==> src/fragment_reassembler_defines.svh <==
// ----------------------------------------------------------------------------
// fragment_reassembler_defines.svh
// Assertion macros shared by the fragment reassembler modules.
// ----------------------------------------------------------------------------
`ifndef FRAGMENT_REASSEMBLER_DEFINES_SVH
`define FRAGMENT_REASSEMBLER_DEFINES_SVH

// Same-cycle implication, checked out of reset.
`define FRGR_ASSERT_IMP(lbl, clk, rst_n, ante, cons, msg) \
  lbl: assert property (@(posedge clk) disable iff (!rst_n) (ante) |-> (cons)) \
    else $error(msg);

// Next-cycle implication, checked out of reset.
`define FRGR_ASSERT_NXT(lbl, clk, rst_n, ante, cons, msg) \
  lbl: assert property (@(posedge clk) disable iff (!rst_n) (ante) |=> (cons)) \
    else $error(msg);

`endif

==> src/frgr_pkg.sv <==
// ----------------------------------------------------------------------------
// frgr_pkg
// Shared types and codes for the fragment reassembler.
// ----------------------------------------------------------------------------
`timescale 1ns / 1ps

package frgr_pkg;

  // Width used for length and index compares (buffer sizes up to 131071).
  localparam int CMP_W = 17;
  // Header bytes of an INIT fragment: command plus two length bytes.
  localparam logic [1:0] HDR_BYTES = 2'd3;

  typedef enum logic [1:0] {
    ACT_FRAG  = 2'd0,
    ACT_READ  = 2'd1,
    ACT_CLEAR = 2'd2,
    ACT_NOP   = 2'd3
  } action_t;

  typedef enum logic [2:0] {
    ST_OK         = 3'd0,
    ST_PARAM      = 3'd1,
    ST_SEQ        = 3'd2,
    ST_LARGE      = 3'd3,
    ST_INCOMPLETE = 3'd4
  } status_t;

  // One input item.
  typedef struct packed {
    logic [1:0] action;
    logic [7:0] data_byte;
    logic       frag_first;
    logic       frag_last;
    logic [9:0] read_index;
  } in_item_t;

  // Status snapshot of one result, without the read data.
  typedef struct packed {
    status_t     status;
    logic        complete;
    logic [10:0] message_length;
    logic [10:0] received_length;
    logic [6:0]  next_seq;
  } res_t;

  // One result item.
  typedef struct packed {
    res_t       res;
    logic [7:0] read_data;
  } out_item_t;

endpackage

==> src/frgr_out.sv <==
// ----------------------------------------------------------------------------
// frgr_out
// Result path: a stage that waits for buffer read data, then the output
// register. Drives input ready from the state of the two stages.
// ----------------------------------------------------------------------------
`timescale 1ns / 1ps
`include "fragment_reassembler_defines.svh"

module frgr_out (
  input  logic                clk,
  input  logic                rst_n,
  input  logic                push,
  input  frgr_pkg::res_t      push_res,
  input  logic                push_rd_ok,
  input  logic [7:0]          mem_data,
  output logic                in_ready,
  output logic                out_valid,
  input  logic                out_ready,
  output frgr_pkg::out_item_t out_item
);

  logic                s1_v_r, s1_v_nxt;
  frgr_pkg::res_t      s1_res_r;
  logic                s1_rd_ok_r;
  logic                s2_v_r, s2_v_nxt;
  frgr_pkg::out_item_t s2_r;
  logic                adv;

  // Stage 1 moves on when the output register is free or being emptied
  assign adv      = s1_v_r && (!s2_v_r || out_ready);
  assign in_ready = !s1_v_r || adv;

  always_comb begin
    s1_v_nxt = push ? 1'b1 : (adv ? 1'b0 : s1_v_r);
    s2_v_nxt = adv ? 1'b1 : (out_ready ? 1'b0 : s2_v_r);
  end

  // Valid flags
  always_ff @(posedge clk) begin
    if (!rst_n) begin
      s1_v_r <= 1'b0;
      s2_v_r <= 1'b0;
    end else begin
      s1_v_r <= s1_v_nxt;
      s2_v_r <= s2_v_nxt;
    end
  end

  // Payload, read data merged on the way to the output register
  always_ff @(posedge clk) begin
    if (push) begin
      s1_res_r   <= push_res;
      s1_rd_ok_r <= push_rd_ok;
    end
    if (adv) begin
      s2_r.res       <= s1_res_r;
      s2_r.read_data <= s1_rd_ok_r ? mem_data : 8'd0;
    end
  end

  assign out_valid = s2_v_r;
  assign out_item  = s2_r;

  // Checks
  `FRGR_ASSERT_IMP(a_no_overrun, clk, rst_n, push, !s1_v_r || adv, "result pushed into a full stage")
  `FRGR_ASSERT_NXT(a_stall_keeps, clk, rst_n, s1_v_r && s2_v_r && !out_ready, s1_v_r && s2_v_r, "result lost during stall")

endmodule

==> config.mk <==
export PLATFORM = sky130hd
export DESIGN_NAME = frgr_out
export DESIGN_NICKNAME = d
export VERILOG_FILES = /design/src/frgr_pkg.sv /design/src/frgr_out.sv
export VERILOG_INCLUDE_DIRS = /design/src /design/src/src
export SDC_FILE = /design/constraint.sdc
export NUM_CORES = 1
export LEC_CHECK = 0
export BUFFER_PORTS_ARGS = -buffer_cell sky130_fd_sc_hd__buf_2
export CORE_MARGIN = 10
export CORE_UTILIZATION = 25
export CTS_CLUSTER_DIAMETER = 80
export DETAILED_ROUTE_END_ITERATION = 12
export PLACE_DENSITY = 0.48
export RECOVER_POWER = 50
export SYNTH_ARGS = -nofsm -noshare
export SYNTH_HDL_FRONTEND = slang
export SYNTH_SLANG_ARGS = --single-unit
==> constraint.sdc <==
create_clock -name clk -period 2.9 [get_ports clk]
set_input_delay 0.145 -clock clk [delete_from_list [all_inputs] [get_ports clk]]
set_output_delay 0.145 -clock clk [all_outputs]
set_load 0.1 [all_outputs]
==> impl_metrics.csv <==
group,metric,value,unit
setup_path,critPathLaunchType,"flip-flop",
drt,viasPerCell,3.65,
drt,via_count,1311,
sta,max_slew_margin,-29.5,%
logic_synthesis,synth-compound-area-share,0.682,%
setup_path,worstReg2RegEnd,"out_item[3]",
setup_path,worstSetupStartpoint,"out_valid",
finish,syn_to_final_growth,48.1,%
placement,place_area,3000,um2
drt,ant_nets,0,
setup_path,critPathMaxStageDelay,0.41,ns
finish,fill_cells,885,
logic_synthesis,async_flop_share,0,%
grt,grt_pass1_wl,8.42,mm
clocking,root_buffer,"clkbuf_8",
floorplan,die_area,13800,um2
finish,multi_input_area,96.3,um2
setup_path,endpoint_kind,"flip-flop",
logic_synthesis,syn_inst,91,
setup_path,reg2regPathDepth,3,
logic_synthesis,ys_ff_latch,77,
setup_path,slowest_stage,"buf_4",
sta,final.min_clock_period,1.65,ns
status,status,"finished with violations",
finish,layout-drive-gt1-share,42.6,%
sta,fin_ws,1.25,ns
logic_synthesis,synthAdderAreaFrac,0,%
clocking,clock_path_buffers,2,
grt,grt_max_degree,36,
logic_synthesis,synth_edf_count,75,
floorplan,core-area,9280,um2
setup_path,cp-endpoint,"out_item[3]",
logic_synthesis,synth_ff_type,"edfxtp_1",
finish,seqCellArea,2290,um2
logic_synthesis,synth_common_cells,"75 x edfxtp_1, 9 x and2_1, 2 x dfxtp_1",
sta,rsz0062_at_grt,"false",
setup_path,critPathKind,"reg2reg",
clocking,cts_buffers,9,
drt,first_iter_violations,86,
placement,pre_cts_slack,1.23,ns
setup_path,path_cells,"nor2b_1 > nor2b_4 > buf_4",
clocking,insertion_delay,0.34,ns
drt,drcViolationCount,0,
drt,firstDrtPassIters,4,
logic_synthesis,synth_cell_types,8,
placement,portBuffers,88,
clocking,post_cts_buffers,0,
worst_hold_path,hold_depth,2,
logic_synthesis,netlist_area,2380,um2
finish,diodes,0,
logic_synthesis,synth_top_family_by_area,"simple AND/OR/NAND/NOR gates",
logic_synthesis,synth_mux_area_share,0,%
grt,overflow,0,
finish,postLayoutCellArea,3530,um2
sta,period_share,56.8,%
placement,post-place-cells,309,
clocking,cts.sinks,77,
clocking,clk_pin_slew,0.08,ns
clocking,cts_tree,"done",
sta,finalSetupViolCount,0,
floorplan,rows,35,
sta,finalClockSkew,0.00664,ns
logic_synthesis,yosysSeqAreaShare,96.2,%
setup_path,cp.required,2.91,ns
logic_synthesis,yosys_warnings,0,
logic_synthesis,yosysMostFrequentCell,"edfxtp_1",
sta,max_freq,0.607,GHz
setup_path,critPathArrivalTime,1.66,ns
floorplan,die_width,118,um
job,drv_cap,1,
power,power.total,2.48,mW
grt,grt_util_all_layers,7.90,%
status,violations,"capacitance limit, slew limit",
logic_synthesis,synth_top_area_share,94.5,%
power,p_per_area,704,nW/um2
sta,drv_slew,36,
logic_synthesis,synth_area_per_cell,26.2,um2
placement,gp_congestion,0.763,
floorplan,io_pins,89,
sta,finalHoldViolations,0,
clocking,cts_resized,0,
sta,tightest_slew,1.94,ns
sta,tns,0,ns
worst_hold_path,hold_class,"in2reg",
logic_synthesis,synth_area_leader_cell,"edfxtp_1",
floorplan,start_util,25.7,%
logic_synthesis,synth_area_leaders,"edfxtp_1 94%, and2_1 2.4%, dfxtp_1 1.7%, a22o_1 0.37%, nor2b_2 0.37%",
clocking,cts_max_level,3,
power,vdd_drop_max,0.299,mV
grt,antenna_found_initial,0,
logic_synthesis,synthSimpleGateAreaFrac,3.15,%
setup_path,critPathMaxFanout,27,
finish,nets,271,
drt,routed_wirelength,5.26,mm
power,p_leak,1.34,nW
logic_synthesis,synth_fp_nets,137,
grt,grt_pass1_vias,1506,
setup_path,r2r_start,"out_valid",
setup_path,r2r_slack,1.25,ns
floorplan,die-height,118,um
drt,wire_per_inst,14.7,um
finish,instances_no_fill,359,
logic_synthesis,synthXorXnorAreaFrac,0,%
==> metrics by stage <==
step                hold slack, ns  utilization [%]
global route                0.0212             38.0
floorplan                    0.244                -
detailed placement           0.323             32.3
CTS                        0.00838             38.2
global placement             0.324             32.3
finish                      0.0315             38.0
==> worst min-delay path by stage <==
stage / from / endpoint / slack, ns
after detailed placement: push_res[3] / s1_res_r[3] / 0.32
after CTS: rst_n / out_valid / 0.008
final: rst_n / out_valid / 0.03
after global routing: rst_n / out_valid / 0.02
after floorplan: push_rd_ok / s1_rd_ok_r / 0.24
after global placement: push_res[7] / s1_res_r[7] / 0.32
==> registers in the layout, indices dropped and copies added (netlist names) <==
signal	flops
s1_rd_ok_r	1
s1_res_r	33
out_valid	1
s1_v_r	1
out_item	41
==> cell usage in the layout, fill, tap and decap left out, types with 2 or more instances in the layout <==
cell,count
edfxtp_1,75
clkbuf_8,9
buf_2,80
and2_1,9
dlygate4sd3_1,34
inv_6,3
clkinvlp_4,3
clkbuf_1,8
dfxtp_1,2
==> cells by family after synthesis <==
logic type and after synthesis:
AO/OA/AOI/OAI 2, flip-flops 77, AND/OR/NAND/NOR 12
==> power breakdown <==
part	switching [mW]	internal [mW]
Combinational	0.273	0.0757
Clock	0.405	0.406
Sequential	0.0187	1.31
==> routing by layer <==
layer | part of all wire, % | wire length, um | GRT usage (%)
met2 | 45 | 2370 | 11.5
met3 | 9.6 | 505 | 4.70
met1 | 44 | 2330 | 9.34
met4 | 1.1 | 56 | 2.94
met5 | 0 | 0 | 0
==> critical path, delay by kind of cell, from the launching register on <==
family | cells | cell delay, ns
buffers and inverters | 1 | 0.41
flip-flops | 1 | 0.31
AND/OR/NAND/NOR | 2 | 0.58
==> area by class of cell <==
cell class / count / area share (%)
sequential: 77 / 64.9
timing repair buffer: 123 / 22.0
tap: 129 / 4.57
clock buffer: 9 / 3.51
multi-input combinational: 14 / 2.73
clock inverter: 7 / 2.23
==> repair_timing <==
action,4_1_cts,5_1_grt
setup endpoints to repair,0,0
hold endpoints to repair,34,0
hold buffers,34,0
Note: power is estimated with default switching activity, not from simulation.
