--- src/fragment_reassembler_defines.svh ---
// ----------------------------------------------------------------------------
// fragment_reassembler_defines.svh
// Assertion macros shared by the fragment reassembler modules.
// ----------------------------------------------------------------------------
`ifndef FRAGMENT_REASSEMBLER_DEFINES_SVH
`define FRAGMENT_REASSEMBLER_DEFINES_SVH

// Same-cycle implication, checked out of reset.
`define FRGR_ASSERT_IMP(lbl, clk, rst_n, ante, cons, msg) \
  lbl: assert property (@(posedge clk) disable iff (!rst_n) (ante) |-> (cons)) \
    else $error(msg);

// Next-cycle implication, checked out of reset.
`define FRGR_ASSERT_NXT(lbl, clk, rst_n, ante, cons, msg) \
  lbl: assert property (@(posedge clk) disable iff (!rst_n) (ante) |=> (cons)) \
    else $error(msg);

`endif

--- src/frgr_pkg.sv ---
// ----------------------------------------------------------------------------
// frgr_pkg
// Shared types and codes for the fragment reassembler.
// ----------------------------------------------------------------------------
`timescale 1ns / 1ps

package frgr_pkg;

  // Width used for length and index compares (buffer sizes up to 131071).
  localparam int CMP_W = 17;
  // Header bytes of an INIT fragment: command plus two length bytes.
  localparam logic [1:0] HDR_BYTES = 2'd3;

  typedef enum logic [1:0] {
    ACT_FRAG  = 2'd0,
    ACT_READ  = 2'd1,
    ACT_CLEAR = 2'd2,
    ACT_NOP   = 2'd3
  } action_t;

  typedef enum logic [2:0] {
    ST_OK         = 3'd0,
    ST_PARAM      = 3'd1,
    ST_SEQ        = 3'd2,
    ST_LARGE      = 3'd3,
    ST_INCOMPLETE = 3'd4
  } status_t;

  // One input item.
  typedef struct packed {
    logic [1:0] action;
    logic [7:0] data_byte;
    logic       frag_first;
    logic       frag_last;
    logic [9:0] read_index;
  } in_item_t;

  // Status snapshot of one result, without the read data.
  typedef struct packed {
    status_t     status;
    logic        complete;
    logic [10:0] message_length;
    logic [10:0] received_length;
    logic [6:0]  next_seq;
  } res_t;

  // One result item.
  typedef struct packed {
    res_t       res;
    logic [7:0] read_data;
  } out_item_t;

endpackage

--- src/frgr_ctrl.sv ---
// ----------------------------------------------------------------------------
// frgr_ctrl
// Reassembly state: header parsing, sequence check, buffer write and read
// requests, status snapshot for each result.
// ----------------------------------------------------------------------------
`timescale 1ns / 1ps
`include "fragment_reassembler_defines.svh"

module frgr_ctrl #(
  parameter int MAX_BYTES = 1024,
  parameter int AW        = 10,
  parameter int LEN_W     = 11
) (
  input  logic               clk,
  input  logic               rst_n,
  input  logic               accept,
  input  frgr_pkg::in_item_t item,
  output logic               res_valid,
  output frgr_pkg::res_t     res,
  output logic               rd_ok,
  output logic               wr_en,
  output logic [AW-1:0]      wr_addr,
  output logic [7:0]         wr_data,
  output logic               rd_en,
  output logic [AW-1:0]      rd_addr
);

  localparam logic [frgr_pkg::CMP_W-1:0] MAX_C = frgr_pkg::CMP_W'(MAX_BYTES);

  logic [LEN_W-1:0]  total_r, total_nxt;
  logic [LEN_W-1:0]  stored_r, stored_nxt;
  logic [6:0]        seq_r, seq_nxt;
  logic              inprog_r, inprog_nxt;
  logic [1:0]        bpos_r, bpos_nxt;
  logic              finit_r, finit_nxt;
  frgr_pkg::status_t ferr_r, ferr_nxt;
  logic [7:0]        lenhi_r, lenhi_nxt;

  logic [frgr_pkg::CMP_W-1:0] idx_ext;
  logic [frgr_pkg::CMP_W-1:0] tot_ext;

  assign idx_ext = frgr_pkg::CMP_W'(item.read_index);
  assign tot_ext = frgr_pkg::CMP_W'(total_r);
  assign rd_addr = idx_ext[AW-1:0];
  assign wr_addr = stored_r[AW-1:0];
  assign wr_data = item.data_byte;

  // Next state, buffer requests and status code
  always_comb begin
    logic [1:0]        pos;
    frgr_pkg::status_t err;
    logic              init;
    logic [15:0]       tl;
    frgr_pkg::status_t st;

    total_nxt  = total_r;
    stored_nxt = stored_r;
    seq_nxt    = seq_r;
    inprog_nxt = inprog_r;
    bpos_nxt   = bpos_r;
    finit_nxt  = finit_r;
    ferr_nxt   = ferr_r;
    lenhi_nxt  = lenhi_r;
    res_valid  = 1'b0;
    rd_ok      = 1'b0;
    wr_en      = 1'b0;
    rd_en      = 1'b0;
    pos        = 2'd0;
    err        = frgr_pkg::ST_OK;
    init       = 1'b0;
    tl         = 16'd0;
    st         = frgr_pkg::ST_OK;

    if (accept) begin
      case (frgr_pkg::action_t'(item.action))
        frgr_pkg::ACT_FRAG: begin
          if (!item.frag_first && bpos_r == 2'd0) begin
            // stray byte outside any fragment
            if (item.frag_last) begin
              res_valid = 1'b1;
              st        = frgr_pkg::ST_PARAM;
            end
          end else begin
            pos  = item.frag_first ? 2'd0 : bpos_r;
            err  = item.frag_first ? frgr_pkg::ST_OK : ferr_r;
            init = item.frag_first ? item.data_byte[7] : finit_r;
            finit_nxt = init;
            if (pos == 2'd0) begin
              // command byte: CONT must match the expected sequence
              if (!init && (!inprog_r || item.data_byte[6:0] != seq_r)) begin
                err = frgr_pkg::ST_SEQ;
              end
            end else if (err == frgr_pkg::ST_OK) begin
              if (init && pos == 2'd1) begin
                lenhi_nxt = item.data_byte;
              end else if (init && pos == 2'd2) begin
                tl = {lenhi_r, item.data_byte};
                if (frgr_pkg::CMP_W'(tl) > MAX_C) begin
                  err = frgr_pkg::ST_LARGE;
                end else begin
                  total_nxt  = tl[LEN_W-1:0];
                  stored_nxt = '0;
                  seq_nxt    = 7'd0;
                  inprog_nxt = 1'b1;
                end
              end else if (stored_r < total_r) begin
                // payload, clamped to the announced length
                wr_en      = 1'b1;
                stored_nxt = stored_r + LEN_W'(1);
              end
            end
            bpos_nxt = (pos == frgr_pkg::HDR_BYTES) ? pos : pos + 2'd1;
            ferr_nxt = err;
            if (item.frag_last) begin
              if (err == frgr_pkg::ST_OK && init && pos < frgr_pkg::HDR_BYTES - 2'd1) begin
                err = frgr_pkg::ST_PARAM;
              end
              if (err == frgr_pkg::ST_OK) begin
                seq_nxt = seq_nxt + 7'd1;
              end
              st        = err;
              bpos_nxt  = 2'd0;
              ferr_nxt  = frgr_pkg::ST_OK;
              res_valid = 1'b1;
            end
          end
        end
        frgr_pkg::ACT_READ: begin
          res_valid = 1'b1;
          if (!(inprog_r && stored_r >= total_r)) begin
            st = frgr_pkg::ST_INCOMPLETE;
          end else if (idx_ext >= tot_ext || idx_ext >= MAX_C) begin
            st = frgr_pkg::ST_PARAM;
          end else begin
            rd_ok = 1'b1;
            rd_en = 1'b1;
          end
        end
        frgr_pkg::ACT_CLEAR: begin
          total_nxt  = '0;
          stored_nxt = '0;
          seq_nxt    = 7'd0;
          inprog_nxt = 1'b0;
          bpos_nxt   = 2'd0;
          finit_nxt  = 1'b0;
          ferr_nxt   = frgr_pkg::ST_OK;
          lenhi_nxt  = 8'd0;
          res_valid  = 1'b1;
        end
        default: begin
        end
      endcase
    end

    // Snapshot taken from the state after this item
    res.status          = st;
    res.complete        = inprog_nxt && (stored_nxt >= total_nxt);
    res.message_length  = 11'(total_nxt);
    res.received_length = 11'(stored_nxt);
    res.next_seq        = seq_nxt;
  end

  // State registers
  always_ff @(posedge clk) begin
    if (!rst_n) begin
      total_r  <= '0;
      stored_r <= '0;
      seq_r    <= 7'd0;
      inprog_r <= 1'b0;
      bpos_r   <= 2'd0;
      finit_r  <= 1'b0;
      ferr_r   <= frgr_pkg::ST_OK;
      lenhi_r  <= 8'd0;
    end else begin
      total_r  <= total_nxt;
      stored_r <= stored_nxt;
      seq_r    <= seq_nxt;
      inprog_r <= inprog_nxt;
      bpos_r   <= bpos_nxt;
      finit_r  <= finit_nxt;
      ferr_r   <= ferr_nxt;
      lenhi_r  <= lenhi_nxt;
    end
  end

  // Checks
  `FRGR_ASSERT_IMP(a_count_bound, clk, rst_n, 1'b1, stored_r <= total_r, "stored count passed total length")
  `FRGR_ASSERT_IMP(a_write_in_msg, clk, rst_n, wr_en, inprog_r && stored_r < total_r, "buffer write outside an open message")
  `FRGR_ASSERT_NXT(a_clear_idle, clk, rst_n, accept && item.action == frgr_pkg::ACT_CLEAR, !inprog_r && bpos_r == 2'd0 && stored_r == '0, "reset action left state behind")

endmodule

--- config.mk ---
export PLATFORM = sky130hd
export DESIGN_NAME = frgr_ctrl
export DESIGN_NICKNAME = d
export VERILOG_FILES = /design/src/frgr_pkg.sv /design/src/frgr_ctrl.sv
export VERILOG_INCLUDE_DIRS = /design/src /design/src/src
export SDC_FILE = /design/constraint.sdc
export NUM_CORES = 1
export LEC_CHECK = 0
export BUFFER_PORTS_ARGS = -buffer_cell sky130_fd_sc_hd__buf_4
export CAP_MARGIN = 20
export CORE_MARGIN = 4
export CORE_UTILIZATION = 40
export CTS_CLUSTER_SIZE = 14
export DETAILED_ROUTE_END_ITERATION = 16
export PLACE_DENSITY_LB_ADDON = 0.1
export SLEW_MARGIN = 0
export SYNTH_ARGS = -nofsm -noshare
export SYNTH_HDL_FRONTEND = slang
export SYNTH_SLANG_ARGS = --single-unit
--- constraint.sdc ---
create_clock -name clk -period 7.4 [get_ports clk]
set_input_delay 1.11 -clock clk [delete_from_list [all_inputs] [get_ports clk]]
set_output_delay 1.11 -clock clk [all_outputs]
set_load 0.05 [all_outputs]
==> metrics.txt, run 1 <==
Vias/cell a little under 6; Seq pwr share 43.8%; Synth area leaders dfxtp_1, ha_1, buf_4; CP required between 6 and 7 ns; worst slew pin tran 0.9532 ns; top cell type's share of synthesized area between 20% and 30%; cts repair resizes 0; area grow syn2layout 17.46%; via count 4002; most frequent cell after synthesis nand2_1; fmax 174.2 MHz; setup violators final 0; Most used DFF post-synth dfxtp_1; GRT Total Usage 22.56%; Final Cycle Share slightly below 80%; vias in the first global route roughly 3700; Synth async-reset ratio 0%; die extent in x 107.5 µm; final net count around 610; first-pass GRT wire length about 21 mm; critical path's largest stage delay 0.59 ns; Synth warnings 0; hpwl dp between 10 and 15 mm; register area share after synthesis between 20% and 30%; Core ar. 9684 µm²; # IOs 90; Pint 0.3752 mW; Sw Ratio approximately a third; Clock power frac 35.7%; # H-tree levels 2; total design power roughly 0.55 mW; critical path, cell by cell buf_4 -> inv_1 -> ha_1 -> and2_1 -> o31ai_4 -> o211ai_1 -> o21ai_0 -> ha_1 -> nand2b_1 -> a21oi_1 -> nor2b_1 -> o2111ai_1 -> a211o_1 -> a21oi_1 -> buf_4; Placer Congestion just under 0.9; Distinct cells, synth 74; Setup Buffers After CTS 0; Hold Path End lenhi_r[4]$_SDFFE_PN0P_; Comb power frac 20.5%; largest net degree at the start of global routing 25; Clock Sinks 44; hold_ws 0.4535 ns; worst path arrival time between 4 and 5 ns; RR Endpoint seq_r[1]$_SDFF_PN0_; Root Driver clkbuf_8; die footprint roughly 12000 µm²; Synth Area per Inst 7.928 µm²; Reg2Reg Depth 9; post-synth net total 562; status finished clean; leading area contributor after synthesis dfxtp_1; Initial Utilization 40.85%; CTS tree built; CTS Buf Count 5; Mapped Cells roughly 500; final hold vios 0; Switching Power 0.1752 mW; 1st-iter DRT viols 276; CTS Buffer Depth 2; R2R setup slack roughly 4.2 ns; Power Density 118.4 nW/µm²; type of the tightest min-delay check reg -> reg; normalized max-slew margin 36.39%; Worst path slowest cell and2_1; Crit Path Max Fanout 14; Final min period 5.740 ns; VDD IR max 0.1219 mV; endpoint class of the critical path output port; final max-slew violation count 0; First-pass DRT Iterations 5; later-pin clock latency in the skew report 0.31 ns; Antenna Cells 0; hold_buf cts 0; Congestion Overflow GR 0; Hold Startpoint lenhi_r[4]$_SDFFE_PN0P_; CTS clk-pin slew, worst paths 0.10 ns; hold depth 2; Fin Setup TNS 0 ns; share of cells above drive strength 1 21.92%; Setup CP Type in -> out; most common library cells after synthesis nand2_1, dfxtp_1, ha_1, a21oi_1, inv_1; crit start category primary input; Yosys reg bits 44; Post-synth EDFFs 0; Leakage Power about 2.0 nW; Layout Skew about 0.011 ns; Antenna Violating Nets Remaining 0; drc violations 0; # rows 36; max-cap violation count 0; r2r startpoint lenhi_r[0]$_SDFFE_PN0P_; unrepaired setup endpoints after global routing false; synthesized area 3956 µm²; port bufs 89; Final Util 47.98%; initial antenna violation count 0; WL/cell between 15 and 20 µm; drt total wl 13.11 mm; die height 107.5 µm
[layout make-up]
| cell class | instances | area, µm² |
|---|---|---|
| Clock buffer | 5 | 68.82 |
| Multi-Input combinational cell | 375 | 2663 |
| Clock inverter | 3 | 42.54 |
| Fill cell | 975 | 5037 |
| Inverter | 31 | 116.4 |
| Tap cell | 133 | 166.4 |
| Sequential cell | 44 | 880.8 |
| Timing Repair Buffer | 94 | 709.4 |
[power by group through the flow]
stage	clock network (mW)	logic (mW)	registers [mW]
after floorplan	0	0.0766	0.246
after global placement	0	0.111	0.246
after detailed placement	0	0.112	0.246
after CTS	0.203	0.112	0.241
after global routing	0.207	0.121	0.241
final	0.197	0.113	0.241
[worst max path at each step]
stage	from	endpoint	slack [ns]
floorplan	item[11]	res[29]	1.51
global placement	item[13]	res[29]	1.61
CTS	item[13]	res[29]	1.50
finish	item[20]	res[29]	1.66
global route	item[20]	res[29]	1.42
detailed placement	item[19]	res[29]	1.52
[metal layers]
metal | share of wire, % | global-route usage, % | routed length, µm
met1 | 46 | 33.27 | 6059
met5 | 0 | 0 | 0
met3 | 8.7 | 4.619 | 1139
met4 | 0.63 | 2.795 | 82
met2 | 44 | 34.85 | 5824
[logic make-up (layout without fill, tap and decap cells)]
| logic type | Yosys count | count (layout) | share of synthesized area (%) |
|---|---|---|---|
| compound gates | 147 | 147 | 27.10 |
| xor+xnor | 7 | 7 | 1.550 |
| fa+ha+maj | 38 | 38 | 12.02 |
| buf+inv | 80 | 133 | 10.53 |
| flops | 44 | 44 | 22.26 |
| mux | 9 | 9 | 2.277 |
| simple gates | 174 | 174 | 24.26 |
[per-stage QoR]
step / cells / setup WS [ns] / area [µm²]
5_1_grt: 685 / 1.420 / 4647
4_1_cts: 684 / 1.505 / 4636
2_1_floorplan: 499 / 1.515 / 3956
3_3_place_gp: 676 / 1.607 / 4524
3_5_place_dp: 676 / 1.521 / 4524
6_report: 685 / 1.660 / 4647
[placed cells by master (no fill, tap or decap), types with 8 or more instances in the layout]
cell type / synthesis / final
a21oi_1: 33 / 33
a22o_1: 11 / 11
a31oi_1: 18 / 18
and2_1: 17 / 17
and3_1: 8 / 8
buf_4: 30 / 93
dfxtp_1: 44 / 44
ha_1: 38 / 38
inv_1: 31 / 31
mux2i_1: 9 / 9
nand2_1: 56 / 56
nand3_1: 13 / 13
nor2_1: 18 / 18
nor3_1: 9 / 9
o21ai_0: 18 / 18
[sequential cells by signal (all words and copies together), names as in the netlist]
name      flops
stored_r     11
ferr_r        3
finit_r       1
seq_r         7
lenhi_r       8
total_r      11
inprog_r      1
bpos_r        2
[worst max-delay path: cells and delay by family]
kind / cells / cell delay, ns
compound gates: 7 / 1.42
buf+inv: 3 / 0.42
fa+ha+maj: 2 / 0.81
simple gates: 3 / 0.85
No activity file was read; power rests on OpenSTA's default activity.
==> inputs of run 2 (changes only) <==
ABC_AREA = 1   (was default)
clock period = 4.9 ns   (was 7.4 ns; I/O delays follow)
==> run 2 against run 1 <==
Sequential cell count did not move. Synthesized cell count rose by 19%. Largest power group unchanged. Power rose by 51%.
==> metrics.txt, run 2 <==
status finished clean; Initial Utilization 41.74% (+0.89 points); VDD IR max 0.1022 mV (-16%); Layout Skew 0.009107 ns (-0.001896 ns); Switching Power 0.2643 mW (+51%); Pint 0.5673 mW (+51%); max-cap violation count 0 (unchanged); Most used DFF post-synth dfxtp_1; largest net degree at the start of global routing 45 (+80%); Leakage Power 2.247 nW (+14%); # H-tree levels 2 (unchanged); fmax about 220 MHz; Core ar. 9415 µm² (-2.8%); crit start category register; Antenna Cells 0 (unchanged); CTS clk-pin slew, worst paths 0.10 ns (about the same); final max-slew violation count 0 (unchanged); via count 4045 (+1.1%); unrepaired setup endpoints after global routing false; most frequent cells in the layout nand2_1, buf_4, inv_1; hold_ws 0.4705 ns (+0.01707 ns); # rows 35 (-2.8%); Mapped Cells 592 (+19%); CTS tree built; Clock power frac 35.7% (about the same); commonest non-fill, non-tap cell in the layout nand2_1; final net count 720 (+17%); CTS Buf Count 5 (unchanged); critical path endpoint res[29]; Synth warnings 0 (unchanged); first-pass GRT wire length 19.67 mm (-4.3%); port bufs 89 (unchanged); Setup CP Type reg -> out; initial antenna violation count 0 (unchanged); final hold vios 0 (unchanged); share of cells above drive strength 1 23.56% (+1.6 points); top cell type's share of synthesized area 22.41% (+0.15 points); vias in the first global route 3633 (-0.82%); Fin Setup TNS 0 ns (unchanged); Final Cycle Share 92.79%; Setup Buffers After CTS 0 (unchanged); RR Endpoint stored_r[4]$_SDFF_PN0_; setup violators final 0 (unchanged); Comb power frac 20.4% (about the same); Crit Path Max Fanout 6 (-8); hold_buf cts 0 (unchanged); Reg2Reg Depth 12 (+3); Vias/cell 5.140 (-12%); normalized max-slew margin 60.22% (+24 points); die height 107.1 µm (-0.31%); worst path arrival time 3.81 ns (-0.82 ns); drt total wl 12.57 mm (-4.1%); # IOs 90 (unchanged); Synth Area per Inst 6.639 µm² (-16%); Final min period 4.546 ns; Synth area leaders dfxtp_1, nand2_1, ha_1; Root Driver clkbuf_8; most frequent cell after synthesis nand2_1; die footprint 11470 µm² (-0.61%); Placer Congestion 0.9120 (+3.1%); register area share after synthesis 22.41% (+0.15 points); Crit. Startpoint stored_r[8]$_SDFF_PN0_; cts repair resizes 0 (unchanged); routed wl met2 5.546 mm (-4.8%); WL/cell 15.97 µm (-17%); post-synth net total 655 (+17%); Power Density 177.9 nW/µm² (+50%); Sw Ratio 31.78% (-0.051 points); R2R setup slack 2.52 ns (-1.72 ns); CP required 4.16 ns (-2.13 ns); drc violations 0 (unchanged); leading area contributor after synthesis dfxtp_1; CTS Buffer Depth 2 (unchanged); worst slew pin tran 0.5905 ns (-0.3627 ns); 1st-iter DRT viols 247 (-11%); hpwl dp 10.22 mm (-0.35%); Synth async-reset ratio 0% (unchanged); type of the tightest min-delay check reg -> reg; largest registers stored_r: 11 flops, total_r: 11 flops, lenhi_r: 8 flops; Distinct cells, synth 45 (-39%); die extent in x 107.1 µm (-0.31%); First-pass DRT Iterations 5 (unchanged); Post-synth EDFFs 0 (unchanged); endpoint class of the critical path output port; Seq pwr share 43.9% (about the same); area grow syn2layout 18.97%; GRT Total Usage 21.63% (-0.93 points); synthesized area 3930 µm² (-0.66%); Metal-1 WL 6.079 mm (+0.33%); Clock Sinks 44 (unchanged); later-pin clock latency in the skew report 0.30 ns (about the same); Antenna Violating Nets Remaining 0 (unchanged); r2r startpoint stored_r[8]$_SDFF_PN0_; top routing layer in use met4; WL met3 885 µm (-22%); most common library cells after synthesis nand2_1, inv_1, nor2_1, a21oi_1, dfxtp_1; Congestion Overflow GR 0 (unchanged); Yosys reg bits 44 (unchanged)
[run 2: changes by cell type in the layout (fill, tap and decap cells not counted), moves of 9 or more]
| cell | change |
|---|---|
| a31oi_1 | -18 |
| nand4_1 | +11 |
| nand2_1 | +81 |
| a21oi_1 | +20 |
| a22o_1 | -11 |
| inv_2 | +13 |
| and2_1 | -17 |
| inv_1 | +43 |
| nor2_1 | +36 |
| nand3_1 | +11 |
| mux2i_1 | -9 |
[run 2: routing by layer]
metal | track usage [%] | vias up
li1 | - | 2074
met1 | 32.62 | 1844
met2 | 33.82 | 123
met3 | 2.950 | 4
met4 | 1.826 | 0
met5 | 0 | -
[run 2: stage by stage]
stage | utilization, % | worst slack, ns | instances | area, µm² | power, mW
final | 49.66 | 0.3535 | 787 | 4676 | 0.8316
after global routing | 49.66 | 0.02412 | 787 | 4676 | 0.8687
after CTS | 49.50 | 0.2177 | 787 | 4661 | 0.8424
after detailed placement | 48.27 | 0.2768 | 779 | 4544 | 0.5426
after global placement | 48.27 | 0.3313 | 779 | 4544 | 0.5412
after floorplan | - | 0.09106 | 592 | 3930 | 0.4908
[run 2: how the worst min path moves through the flow]
| stage | slack [ns] | from | depth (start not counted) | end |
|---|---|---|---|---|
| global placement | 0.46 | lenhi_r[6]$_SDFFE_PN0P_ | 2 | lenhi_r[6]$_SDFFE_PN0P_ |
| global route | 0.49 | lenhi_r[4]$_SDFFE_PN0P_ | 2 | lenhi_r[4]$_SDFFE_PN0P_ |
| finish | 0.47 | lenhi_r[6]$_SDFFE_PN0P_ | 2 | lenhi_r[6]$_SDFFE_PN0P_ |
| CTS | 0.48 | lenhi_r[4]$_SDFFE_PN0P_ | 2 | lenhi_r[4]$_SDFFE_PN0P_ |
| detailed placement | 0.46 | lenhi_r[4]$_SDFFE_PN0P_ | 2 | lenhi_r[4]$_SDFFE_PN0P_ |
| floorplan | 0.44 | lenhi_r[5]$_SDFFE_PN0P_ | 2 | lenhi_r[5]$_SDFFE_PN0P_ |
[run 2: cells by family (layout without fill, tap and decap cells)]
family | Yosys count | count (layout) | synth area share, %
xor+xnor | 2 | 2 | 0.4458
buf+inv | 127 | 193 | 15.31
compound gates | 115 | 115 | 18.72
flops | 44 | 44 | 22.41
simple gates | 266 | 266 | 31.01
fa+ha+maj | 38 | 38 | 12.10
[run 2: power by group through the flow]
stage / logic, mW / clock network [mW] / registers (mW)
3_5_place_dp: 0.170 / 0 / 0.373
3_3_place_gp: 0.168 / 0 / 0.373
5_1_grt: 0.184 / 0.320 / 0.365
2_1_floorplan: 0.118 / 0 / 0.372
6_report: 0.170 / 0.297 / 0.365
4_1_cts: 0.170 / 0.307 / 0.365
[run 2: cell type report]
type                            count  area [µm²]
Clock inverter                      3       47.55
Fill cell                         992        4740
Clock buffer                        5       68.82
Multi-Input combinational cell    421        2460
Tap cell                          129       161.4
Inverter                           89       334.1
Sequential cell                    44       883.3
Timing Repair Buffer               96       720.7
[run 2: critical path: stages, from the launching register on]
cell and delay, ns:
dfxtp_1 0.49, ha_1 0.31, a21oi_1 0.13, o21ai_0 0.09
a21oi_1 0.12, nand2_1 0.15, nor2_4 0.19, nand2_1 0.11
buf_4 0.17, inv_1 0.07, nand4_1 0.08, o211ai_1 0.23
nand2_1 0.11, ha_1 0.31, nand2_1 0.05, inv_1 0.06
a21boi_0 0.08, o21ai_0 0.16, nand3_1 0.08, a21oi_1 0.13
a2bb2oi_1 0.17, buf_4 0.22
